### src/hw/rtl/cws_pkg.sv
package cws_pkg;

  localparam int unsigned NumCells  = 8;
  localparam int unsigned HalfCells = NumCells / 2;
  localparam int unsigned ChipW     = 8;
  localparam int unsigned HistW     = 7;
  localparam int unsigned Pn9W      = 9;

  localparam logic [Pn9W-1:0] PnSeed = 9'h1FF;

  // spread_mode codes; the spare code behaves as ModeQuad
  localparam logic [1:0] ModeWhiten = 2'd0;
  localparam logic [1:0] ModeDouble = 2'd1;
  localparam logic [1:0] ModeQuad   = 2'd2;

  localparam logic [3:0] ChipsOne  = 4'h3;
  localparam logic [3:0] ChipsZero = 4'hC;

  typedef struct packed {
    logic             vld;
    logic             last;
    logic [ChipW-1:0] chip;
  } cws_cell_t;

  // encoded item handed from the stage register to the cell row
  typedef struct packed {
    logic                           vld;
    logic                           wide;
    logic [NumCells-1:0][ChipW-1:0] chips;
  } cws_load_t;

  function automatic logic [Pn9W-1:0] pn9_adv8(input logic [Pn9W-1:0] pn);
    logic [Pn9W-1:0] s;
    s = pn;
    for (int i = 0; i < 8; i++) begin
      s = {s[0] ^ s[5], s[Pn9W-1:1]};
    end
    return s;
  endfunction

  function automatic logic [ChipW-1:0] dbl_nib(input logic [3:0] nib);
    logic [ChipW-1:0] res;
    res = '0;
    for (int i = 0; i < 4; i++) begin
      res[2*i +: 2] = {2{nib[i]}};
    end
    return res;
  endfunction

  function automatic logic [3:0] spread4(input logic b);
    return b ? ChipsOne : ChipsZero;
  endfunction

endpackage

### src/hw/rtl/cws_in_if.sv
interface cws_in_if;
  logic       valid;
  logic       ready;
  logic [7:0] data_byte;
  logic       first_of_packet;

  modport source (output valid, output data_byte, output first_of_packet, input ready);
  modport sink   (input valid, input data_byte, input first_of_packet, output ready);
endinterface

### src/hw/rtl/cws_out_if.sv
interface cws_out_if;
  logic       valid;
  logic       ready;
  logic [7:0] chip_byte;
  logic       last_of_run;

  modport source (output valid, output chip_byte, output last_of_run, input ready);
  modport sink   (input valid, input chip_byte, input last_of_run, output ready);
endinterface

### src/hw/rtl/conv_whiten_spread_encoder_top.sv
// The first chip byte of an item passes through the stage register and is then loaded
//   into the cell row once the row can take it; the head cell drives it onto the output.
// Throughput: one chip byte per cycle on the output while out_o.ready is high; an item
//   makes 4 chip bytes in modes 0 and 1 and 8 in mode 2 (and the spare code 3).
// A one-item stage register lets the next byte transfer while chips still drain.
// Reset: history cleared, PN9 set to all ones, spread_mode 0, no chips pending.
module conv_whiten_spread_encoder_top
  import cws_pkg::*;
(
  input  logic       clk_i,
  input  logic       rst_ni,
  input  logic       cfg_we_i,
  input  logic [1:0] cfg_data_i,
  cws_in_if.sink     in_i,
  cws_out_if.source  out_o
);

  logic [1:0] mode_q;
  logic       take;
  cws_load_t  load;

  always_ff @(posedge clk_i or negedge rst_ni) begin
    if (!rst_ni) begin
      mode_q <= ModeWhiten;
    end else if (cfg_we_i) begin
      mode_q <= cfg_data_i;
    end
  end

  cws_encoder u_encoder (
    .clk_i  (clk_i),
    .rst_ni (rst_ni),
    .mode_i (mode_q),
    .take_i (take),
    .in_i   (in_i),
    .load_o (load)
  );

  cws_chain u_chain (
    .clk_i  (clk_i),
    .rst_ni (rst_ni),
    .load_i (load),
    .take_o (take),
    .out_o  (out_o)
  );

endmodule

### src/hw/rtl/cws_encoder.sv
module cws_encoder
  import cws_pkg::*;
(
  input  logic       clk_i,
  input  logic       rst_ni,
  input  logic [1:0] mode_i,
  input  logic       take_i,
  cws_in_if.sink     in_i,
  output cws_load_t  load_o
);

  logic [HistW-1:0]               hist_q;
  logic [Pn9W-1:0]                pn_q;
  logic                           stage_vld_q, stage_vld_d;
  logic                           stage_wide_q;
  logic [NumCells-1:0][ChipW-1:0] stage_chips_q;

  logic [HistW-1:0]               hist;
  logic [Pn9W-1:0]                pn0, pn8, pn16, pn_d;
  logic [HistW+ChipW-1:0]         win;
  logic [HistW-1:0]               r;
  logic [NumCells-1:0]            a0, a1;
  logic [ChipW-1:0]               coded0, coded1, c0, c1;
  logic                           whiten, narrow, acc;
  logic [NumCells-1:0][ChipW-1:0] chips;

  assign acc      = in_i.valid && in_i.ready;
  assign in_i.ready = !stage_vld_q || take_i;

  always_comb begin
    hist   = in_i.first_of_packet ? '0 : hist_q;
    pn0    = in_i.first_of_packet ? PnSeed : pn_q;
    win    = {hist, in_i.data_byte};
    r      = '0;
    a0     = '0;
    a1     = '0;
    coded0 = '0;
    coded1 = '0;
    // each pair looks at a 7-bit window ending at its own bit
    for (int j = 0; j < NumCells; j++) begin
      r     = win[(7 - j) +: HistW];
      a0[j] = r[0] ^ r[3] ^ r[4] ^ r[5] ^ r[6];
      a1[j] = r[0] ^ r[1] ^ r[3] ^ r[4] ^ r[6];
    end
    for (int j = 0; j < 4; j++) begin
      coded0[7 - 2*j] = a0[j];
      coded0[6 - 2*j] = a1[j];
      coded1[7 - 2*j] = a0[j + 4];
      coded1[6 - 2*j] = a1[j + 4];
    end
    pn8    = pn9_adv8(pn0);
    pn16   = pn9_adv8(pn8);
    whiten = (mode_i == ModeWhiten);
    narrow = (mode_i == ModeWhiten) || (mode_i == ModeDouble);
    c0     = whiten ? (coded0 ^ pn0[ChipW-1:0]) : coded0;
    c1     = whiten ? (coded1 ^ pn8[ChipW-1:0]) : coded1;
    pn_d   = whiten ? pn16 : pn0;
    chips  = '0;
    if (narrow) begin
      chips[0] = dbl_nib(c0[7:4]);
      chips[1] = dbl_nib(c0[3:0]);
      chips[2] = dbl_nib(c1[7:4]);
      chips[3] = dbl_nib(c1[3:0]);
    end else begin
      for (int j = 0; j < NumCells; j++) begin
        chips[j] = {spread4(a0[j]), spread4(a1[j])};
      end
    end
  end

  always_comb begin
    stage_vld_d = stage_vld_q;
    if (acc) begin
      stage_vld_d = 1'b1;
    end else if (take_i) begin
      stage_vld_d = 1'b0;
    end
  end

  always_ff @(posedge clk_i or negedge rst_ni) begin
    if (!rst_ni) begin
      hist_q      <= '0;
      pn_q        <= PnSeed;
      stage_vld_q <= 1'b0;
    end else begin
      stage_vld_q <= stage_vld_d;
      if (acc) begin
        // history after a byte is simply its seven newest bits
        hist_q <= in_i.data_byte[HistW-1:0];
        pn_q   <= pn_d;
      end
    end
  end

  always_ff @(posedge clk_i) begin
    if (acc) begin
      stage_wide_q  <= !narrow;
      stage_chips_q <= chips;
    end
  end

  assign load_o.vld   = stage_vld_q;
  assign load_o.wide  = stage_wide_q;
  assign load_o.chips = stage_chips_q;

`ifndef SYNTHESIS
  a_stage_holds: assert property (@(posedge clk_i) disable iff (!rst_ni)
    stage_vld_q && !take_i |=> stage_vld_q)
    else $error("stage item dropped before hand-off");
  a_take_needs_item: assert property (@(posedge clk_i) disable iff (!rst_ni)
    take_i |-> stage_vld_q)
    else $error("hand-off without a staged item");
  a_acc_fills: assert property (@(posedge clk_i) disable iff (!rst_ni)
    acc |=> stage_vld_q)
    else $error("transfer did not fill the stage");
`endif

endmodule

### src/hw/rtl/cws_chip_cell.sv
module cws_chip_cell
  import cws_pkg::*;
(
  input  logic      clk_i,
  input  logic      rst_ni,
  input  logic      load_i,
  input  logic      shift_i,
  input  cws_cell_t load_val_i,
  input  cws_cell_t next_i,
  output cws_cell_t cell_o
);

  logic             vld_q, vld_d;
  logic             last_q, last_d;
  logic [ChipW-1:0] chip_q, chip_d;

  always_comb begin
    priority if (load_i) begin
      vld_d  = load_val_i.vld;
      last_d = load_val_i.last;
      chip_d = load_val_i.chip;
    end else if (shift_i) begin
      // advance towards the head
      vld_d  = next_i.vld;
      last_d = next_i.last;
      chip_d = next_i.chip;
    end else begin
      vld_d  = vld_q;
      last_d = last_q;
      chip_d = chip_q;
    end
  end

  always_ff @(posedge clk_i or negedge rst_ni) begin
    if (!rst_ni) begin
      vld_q <= 1'b0;
    end else begin
      vld_q <= vld_d;
    end
  end

  always_ff @(posedge clk_i) begin
    last_q <= last_d;
    chip_q <= chip_d;
  end

  assign cell_o.vld  = vld_q;
  assign cell_o.last = last_q;
  assign cell_o.chip = chip_q;

endmodule

### src/hw/rtl/cws_chain.sv
module cws_chain
  import cws_pkg::*;
(
  input  logic      clk_i,
  input  logic      rst_ni,
  input  cws_load_t load_i,
  output logic      take_o,
  cws_out_if.source out_o
);

  cws_cell_t [NumCells-1:0] row;
  logic      [NumCells-1:0] vld;
  logic                     shift;

  assign shift  = row[0].vld && out_o.ready;
  // reload when the row is empty, or once the head holds the final byte and it leaves
  assign take_o = load_i.vld && (!row[0].vld || (!row[1].vld && out_o.ready));

  for (genvar i = 0; i < NumCells; i++) begin : g_cell
    cws_cell_t load_val;
    cws_cell_t next;

    assign load_val.vld  = (i < HalfCells) || load_i.wide;
    assign load_val.last = load_i.wide ? (i == NumCells - 1) : (i == HalfCells - 1);
    assign load_val.chip = load_i.chips[i];

    if (i == NumCells - 1) begin : g_tail
      assign next = '0;
    end else begin : g_body
      assign next = row[i+1];
    end

    assign vld[i] = row[i].vld;

    cws_chip_cell u_cell (
      .clk_i      (clk_i),
      .rst_ni     (rst_ni),
      .load_i     (take_o),
      .shift_i    (shift),
      .load_val_i (load_val),
      .next_i     (next),
      .cell_o     (row[i])
    );
  end

  assign out_o.valid       = row[0].vld;
  assign out_o.chip_byte   = row[0].chip;
  assign out_o.last_of_run = row[0].last;

`ifndef SYNTHESIS
  a_packed_from_head: assert property (@(posedge clk_i) disable iff (!rst_ni)
    (vld & (vld + {{(NumCells-1){1'b0}}, 1'b1})) == '0)
    else $error("gap in the cell row");
  a_last_is_tail: assert property (@(posedge clk_i) disable iff (!rst_ni)
    row[0].vld && row[0].last |-> !row[1].vld)
    else $error("bytes queued behind the final byte of a run");
  a_load_shows: assert property (@(posedge clk_i) disable iff (!rst_ni)
    take_o |=> row[0].vld && !row[0].last && row[HalfCells-1].vld)
    else $error("loaded run not at the head");
`endif

endmodule

### src/flat_wrapper.sv
// flat-port wrapper written by rule: the top's interface ports become plain ports
module conv_whiten_spread_encoder_top_flat import cws_pkg::*;
  (clk_i, rst_ni, cfg_we_i, cfg_data_i, in_i_valid, in_i_data_byte, in_i_first_of_packet, in_i_ready, out_o_valid, out_o_chip_byte, out_o_last_of_run, out_o_ready);
  cws_in_if in_i_i ();
  cws_out_if out_o_i ();
  input  logic clk_i;
  input  logic rst_ni;
  input  logic cfg_we_i;
  input  logic [1:0] cfg_data_i;
  input wire logic [$bits(in_i_i.valid)-1:0] in_i_valid;
  input wire logic [$bits(in_i_i.data_byte)-1:0] in_i_data_byte;
  input wire logic [$bits(in_i_i.first_of_packet)-1:0] in_i_first_of_packet;
  output wire logic [$bits(in_i_i.ready)-1:0] in_i_ready;
  output wire logic [$bits(out_o_i.valid)-1:0] out_o_valid;
  output wire logic [$bits(out_o_i.chip_byte)-1:0] out_o_chip_byte;
  output wire logic [$bits(out_o_i.last_of_run)-1:0] out_o_last_of_run;
  input wire logic [$bits(out_o_i.ready)-1:0] out_o_ready;
  assign in_i_i.valid = in_i_valid;
  assign in_i_i.data_byte = in_i_data_byte;
  assign in_i_i.first_of_packet = in_i_first_of_packet;
  assign in_i_ready = in_i_i.ready;
  assign out_o_valid = out_o_i.valid;
  assign out_o_chip_byte = out_o_i.chip_byte;
  assign out_o_last_of_run = out_o_i.last_of_run;
  assign out_o_i.ready = out_o_ready;
  conv_whiten_spread_encoder_top u_core (.clk_i(clk_i), .rst_ni(rst_ni), .cfg_we_i(cfg_we_i), .cfg_data_i(cfg_data_i), .in_i(in_i_i), .out_o(out_o_i));
endmodule
### config.mk
export PLATFORM = sky130hd
export DESIGN_NAME = conv_whiten_spread_encoder_top_flat
export DESIGN_NICKNAME = d
export VERILOG_FILES = /design/src/hw/rtl/cws_pkg.sv /design/src/hw/rtl/cws_in_if.sv /design/src/hw/rtl/cws_out_if.sv /design/src/hw/rtl/conv_whiten_spread_encoder_top.sv /design/src/hw/rtl/cws_encoder.sv /design/src/hw/rtl/cws_chip_cell.sv /design/src/hw/rtl/cws_chain.sv /design/src/flat_wrapper.sv
export SDC_FILE = /design/constraint.sdc
export NUM_CORES = 1
export LEC_CHECK = 0
export BUFFER_PORTS_ARGS = -buffer_cell sky130_fd_sc_hd__buf_2
export CORE_ASPECT_RATIO = 1.2
export CORE_MARGIN = 3
export CORE_UTILIZATION = 55
export CTS_CLUSTER_SIZE = 8
export DETAILED_ROUTE_END_ITERATION = 10
export PLACE_DENSITY_LB_ADDON = 0.25
export SLEW_MARGIN = 10
export SYNTH_ARGS = -nofsm -noshare
export SYNTH_HDL_FRONTEND = slang
export SYNTH_SLANG_ARGS = --single-unit
### constraint.sdc
create_clock -name clk_i -period 2.8 [get_ports clk_i]
set_input_delay 0.56 -clock clk_i [delete_from_list [all_inputs] [get_ports clk_i]]
set_output_delay 0.56 -clock clk_i [all_outputs]
set_load 0.01 [all_outputs]
* Yosys cells after proc, flatten, opt, wreduce, memory -nomap -nowiden *
Index checks and enable logic that the tools add are counted.

storage, ports and cells
  flip-flop bits (word level) = 163
  input port bits = 16
  output and inout port bits = 11

cells by class
  eq/ne operators = 1
  multiplexer cells = 61
  bitwise gates (word level) = 82
  reductions and logical operators = 14

operator list
  cell                number
  $mux 8              18
  $xor 1x1->1         80
  $mux 4              16
  $mux 32             1
  $mux 1              23
  $mux 9              2
  $xor 8x8->8         2
  $mux 6              1
  $logic_and 1x1->1   4
  $logic_not 1->1     4
  $reduce_bool 2->1   2
  $logic_or 1x1->1    3
  $eq 2x1->1 const B  1
  $logic_not 2->1     1

* Depth between registers and ports, before layout *
  depth in word-level cells = 8
  mapped depth = 7

* Cells and area by module *
Synthesis repeated with hierarchy kept, for this count alone.

second synthesis, totals
  cell total of the unflattened synthesis = 542
  area, all modules = 7164.4 µm²

by module, submodules not included
  module                          instances  cells each  area each (µm²)  seq. area each (µm²)
  cws_chip_cell                   8          26          474.2            295.3
  cws_encoder                     1          324         3266.9           1402.6
  conv_whiten_spread_encoder_top  1          4           72.6             50.0
  cws_chain                       1          6           31.3             0.0

* Worst setup path after synthesis *
Ideal clock, no wire load.

  kind = input-to-reg
  start = input port out_o_ready
  end = register u_core.u_encoder.pn_q[1]
  library setup time = 0.077 ns
  data arrival time = 2.521 ns
  data required time = 2.723 ns
  setup slack = 0.202 ns
  stages on the path = 5
  cells stage by stage = nand2b_1 a31oi_1 clkbuf_1 o32ai_1 a21oi_1

on the way
  word-level cells in the longest chain between the ends = 5

ends and longest elaborated chain
  item                      line                RTL
  from (decl)               flat_wrapper.sv:17  input wire logic [$bits(out_o_i.ready)-1:0] out_o_ready;
  $logic_and 1x1->1         cws_chain.sv:17     assign take_o = load_i.vld && (!row[0].vld || (!row[1].vld && out_o.ready));
  $logic_or 1x1->1          cws_chain.sv:17
  $logic_and 1x1->1         cws_chain.sv:17
  $logic_or 1x1->1          cws_encoder.sv:28   assign in_i.ready = !stage_vld_q || take_i;
  $logic_and 1x1->1         cws_encoder.sv:27   assign acc = in_i.valid && in_i.ready;
  via u_core.u_encoder.acc  cws_encoder.sv:24   logic whiten, narrow, acc;
  to (signal assigned)      cws_encoder.sv:83   pn_q <= PnSeed;
  to (signal assigned)      cws_encoder.sv:90   pn_q <= pn_d;
  to (decl)                 cws_encoder.sv:13   logic [Pn9W-1:0] pn_q;

The timed path passes the listed nets, and every way through them passes these cells.
A chain may end at the register's enable or synchronous reset.

* Worst setup path after layout *
  start = register u_core.u_encoder.hist_q[1]
  end = register u_core.u_encoder.stage_chips_q (netlist bit u_core.u_encoder.load_o[1]), data pin

on the way
  word-level cells in the longest chain between the ends = 7

ends and longest elaborated chain
  item                         line               RTL
  from (decl)                  cws_encoder.sv:12  logic [HistW-1:0] hist_q;
  from (signal assigned)       cws_encoder.sv:89  hist_q <= in_i.data_byte[HistW-1:0];
  $mux 6 *                     cws_encoder.sv:31  hist = in_i.first_of_packet ? '0 : hist_q;
  $xor 1x1->1 * (3 in series)  cws_encoder.sv:43  a1[j] = r[0] ^ r[1] ^ r[3] ^ r[4] ^ r[6];
  $xor 8x8->8                  cws_encoder.sv:55  c0 = whiten ? (coded0 ^ pn0[ChipW-1:0]) : coded0;
  $mux 8 *                     cws_encoder.sv:55
  $mux 32 *                    cws_encoder.sv:59  if (narrow) begin
  to (signal assigned)         cws_encoder.sv:98  stage_chips_q <= chips;
  to (decl)                    cws_encoder.sv:16  logic [NumCells-1:0][ChipW-1:0] stage_chips_q;

Every way passes the cells marked *; elsewhere a longest branch is shown, timed or not.

==> run_results.csv <==
group,metric,value,unit
outcome,run_status,"complete, no violations",
setup_path,cell_at_the_slowest_stage_of_the_critical_path,"xnor3_1",
synthesis,number_of_synthesized_flops_with_an_enable_pin,67,
floorplan,initial_core_util,0.577,
drt,dr.first_iter.drc_count,132,
drt,drtPass1Iterations,4,
global_route,grt_pass1_vias,3271,
flow_run,maxCapViolations,0,
global_route,grt_pass1_wl,16.1,mm
sta,timing.final.ws_setup,0.641,ns
setup_path,timing.critical_path.fanout_max,6,
cts,cts-buffers-inserted,9,
cts,worst_skew_pair.late_latency,0.38,ns
global_route,global_route.overflow_total,0,
floorplan,boundaryPins,27,
placed_design,hpwlAfterDp,6.79,mm
synthesis,synth_net_count,498,
cts,htree_num_levels,3,
sta,finalMaxSlewViolations,0,
setup_path,crit_type,"reg2reg",
synthesis,synth_seq_cells,99,
layout,design.final.nets,504,
setup_path,cp_launch_type,"register",
global_route,antenna_violations_before_repair,0,
global_route,grt_max_degree,37,
floorplan,rows,37,
synthesis,top_flip_flop_cell_by_instance_count_after_synthesis,"edfxtp_1",
synthesis,synthArstFlopShare,0.263,
power_and_ir_drop,power_density,1140,mW/mm²
cts,tritoncts_clock_tree,"done",
layout,layout-drive-gt1-share,0.148,
setup_path,required,2.92,ns
cts,post_cts.resized_instances,0,
floorplan,fp.coreArea,0.00880,mm²
sta,slew_headroom,0.589,
setup_path,timing.critical_path.arrival,2.28,ns
synthesis,synth.distinct_cells,48,
min_path,holdCritPathClass,"in2async",
layout,post-route-cell-area,0.00545,mm²
drt,drt.antenna.violating_nets,0,
setup_path,reg2reg_setup_slack,0.64,ns
setup_path,critical_path.endpoint_type,"register",
synthesis,netlist_area,0.00508,mm²
sta,achievable-frequency,463,MHz
layout,growth_of_design_area_from_synthesis_to_finish,7.27,%
setup_path,critical-path-max-stage-delay,0.53,ns
sta,fin_worst_hold_slack,0.191,ns
sta,setup-violations-final,0,
setup_path,worstPathCellList,"xnor3_1 -> or3_1 -> and3b_1 -> o31ai_2 -> xor2_1",
synthesis,synthesis.yosys.warnings,0,
cts,quantity_of_hold_fixing_buffers_added_after_cts,0,
drt,routed_via_density,5.46,
synthesis,fraction_of_the_yosys_area_taken_by_sequential_cells,0.550,
synthesis,synthesis.instances,482,
drt,vias,3328,
cts,clock_sink_count,99,
sta,timing_worst_slew_pin_value,0.617,ns
sta,rsz0062_at_grt,"false",
cts,clockBufferDepth,2,
floorplan,fp.dieArea,0.0104,mm²
sta,final.setup_skew,0.0138,ns
sta,fin_setup_tns,0,ns
drt,drc_errors,0,
synthesis,postSynthAreaPerCell,10.5,µm²
power_and_ir_drop,vdd.ir_drop.worst,0.000698,V
cts,post_cts.repair.setup_buffers,0,
sta,final_min_period_over_clock_period,0.771,
cts,clkSlewWorstSetupHoldPaths,0.09,ns
placed_design,dpl-instance-area,0.00527,mm²
power_and_ir_drop,leak,0.00222,µW
sta,number_of_endpoints_with_negative_hold_slack_in_the_final_report,0,
layout,diodes,0,
cts,clock-root-buffer,"clkbuf_8",
drt,wire_per_inst,15.7,µm
drt,totalWireLength,9.57,mm
placed_design,gp_routability_congestion,0.875,
placed_design,port_buffers,26,
sta,min_period,2.16,ns
floorplan,die_h,111,µm
global_route,grt_usage,0.199,
floorplan,die_width,93.7,µm
placed_design,worst_slack_placed,0.528,ns
==> flip-flops by register name, indices dropped and copies added (netlist names) <==
register	count
u_core.mode_q	2
u_core.u_encoder.hist_q	6
u_core.u_chain.g_cell.u_cell.chip_q	32
u_core.u_encoder.pn_q	9
u_core.u_chain.g_cell.u_cell.vld_q	8
u_core.u_encoder.stage_vld_q	1
u_core.u_encoder.load_o	32
u_core.u_encoder.stage_wide_q	1
u_core.u_chain.g_cell.u_cell.last_q	8
==> cells by family after synthesis <==
logic type | after synthesis | synth area share
simple gates | 207 | 0.172
flops | 99 | 0.550
xor+xnor | 67 | 0.145
compound gates | 54 | 0.0680
buf+inv | 42 | 0.0367
mux | 13 | 0.0278
==> worst max-delay path: cells and delay by family (launching register included) <==
kind	cells	cell delay [ns]
flops	1	0.46
compound gates	1	0.23
simple gates	2	0.59
xor+xnor	2	0.63
==> report_power, final <==
part	switching, µW	internal [µW]	leakage (µW)
logic	1330	1260	0.00113
clock network	484	375	0.0000900
registers	383	2380	0.000996
total	2200	4010	0.00222
==> routing by layer <==
metal	share of wire	track usage	vias up
met5	0	0	-
met4	0.044	0.0983	0
met3	0.042	0.0462	27
met2	0.49	0.306	83
met1	0.42	0.264	1585
li1	-	-	1633
==> Yosys cell counts (all sizes together), types with 4 or more instances <==
cell	instances	share of area
clkbuf	28	0.021
dfrtp	17	0.084
and2	10	0.012
a31oi	5	0.0062
o21ai	10	0.0099
buf	11	0.014
xor2	19	0.033
mux2	9	0.020
nand3	11	0.011
and3	5	0.0062
dfstp	9	0.047
dfxtp	6	0.024
o22ai	7	0.0086
nand2	124	0.092
edfxtp	67	0.40
nor2	40	0.030
nor3	4	0.0039
xor3	4	0.019
mux2i	4	0.0079
xnor3	6	0.027
xnor2	38	0.067
a21oi	14	0.014
==> metrics by stage <==
step / std cells / total power (µW) / utilization
floorplan: 482 / 4820 / -
global placement: 594 / 5280 / 0.599
detailed placement: 594 / 5370 / 0.599
CTS: 610 / 6240 / 0.619
global route: 610 / 6650 / 0.619
finish: 610 / 6210 / 0.619
==> area by class of cell <==
| type | count | area (µm²) |
|---|---|---|
| clock inverters | 3 | 21.3 |
| well taps | 117 | 146 |
| inverters | 3 | 11.3 |
| multi-input cells | 341 | 2110 |
| flip-flops and latches | 99 | 2790 |
| fillers | 715 | 3350 |
| clock buffers | 13 | 159 |
| repair buffers | 34 | 203 |
==> cells in the final DEF (no fill, tap or decap), types with 5 or more instances in the layout <==
cell type and count:
buf_4 7, xor2_1 19, clkbuf_8 11, buf_2 26, dfrtp_1 17, and2_1 10, xnor2_1 37, nand3_1 11
edfxtp_1 67, nor2_1 40, mux2_2 9, nand2_1 124, a21oi_1 14, xnor3_1 6, dfxtp_1 6, o22ai_1 7
o21ai_0 10, and3_1 5, dfstp_2 9
==> worst paths after layout <==
| check | startpoint | endpoint | cells past startpoint |
|---|---|---|---|
| worst max-delay path | u_core.u_encoder.hist_q[1] | u_core.u_encoder.load_o[1] | 5 |
| worst max register to register | u_core.u_encoder.hist_q[1] | u_core.u_encoder.load_o[1] | 5 |
| max in group asynchronous | rst_ni | u_core.u_chain.g_cell[5].u_cell.vld_q | 1 |
| worst min-delay path | rst_ni | u_core.u_encoder.hist_q[5] | 1 |
| worst min register to register | u_core.u_chain.g_cell[1].u_cell.last_q | u_core.u_chain.g_cell[0].u_cell.last_q | 2 |
| min in group clk_i | cfg_data_i[1] | u_core.mode_q[1] | 3 |
Note: power is estimated with default switching activity, not from simulation.
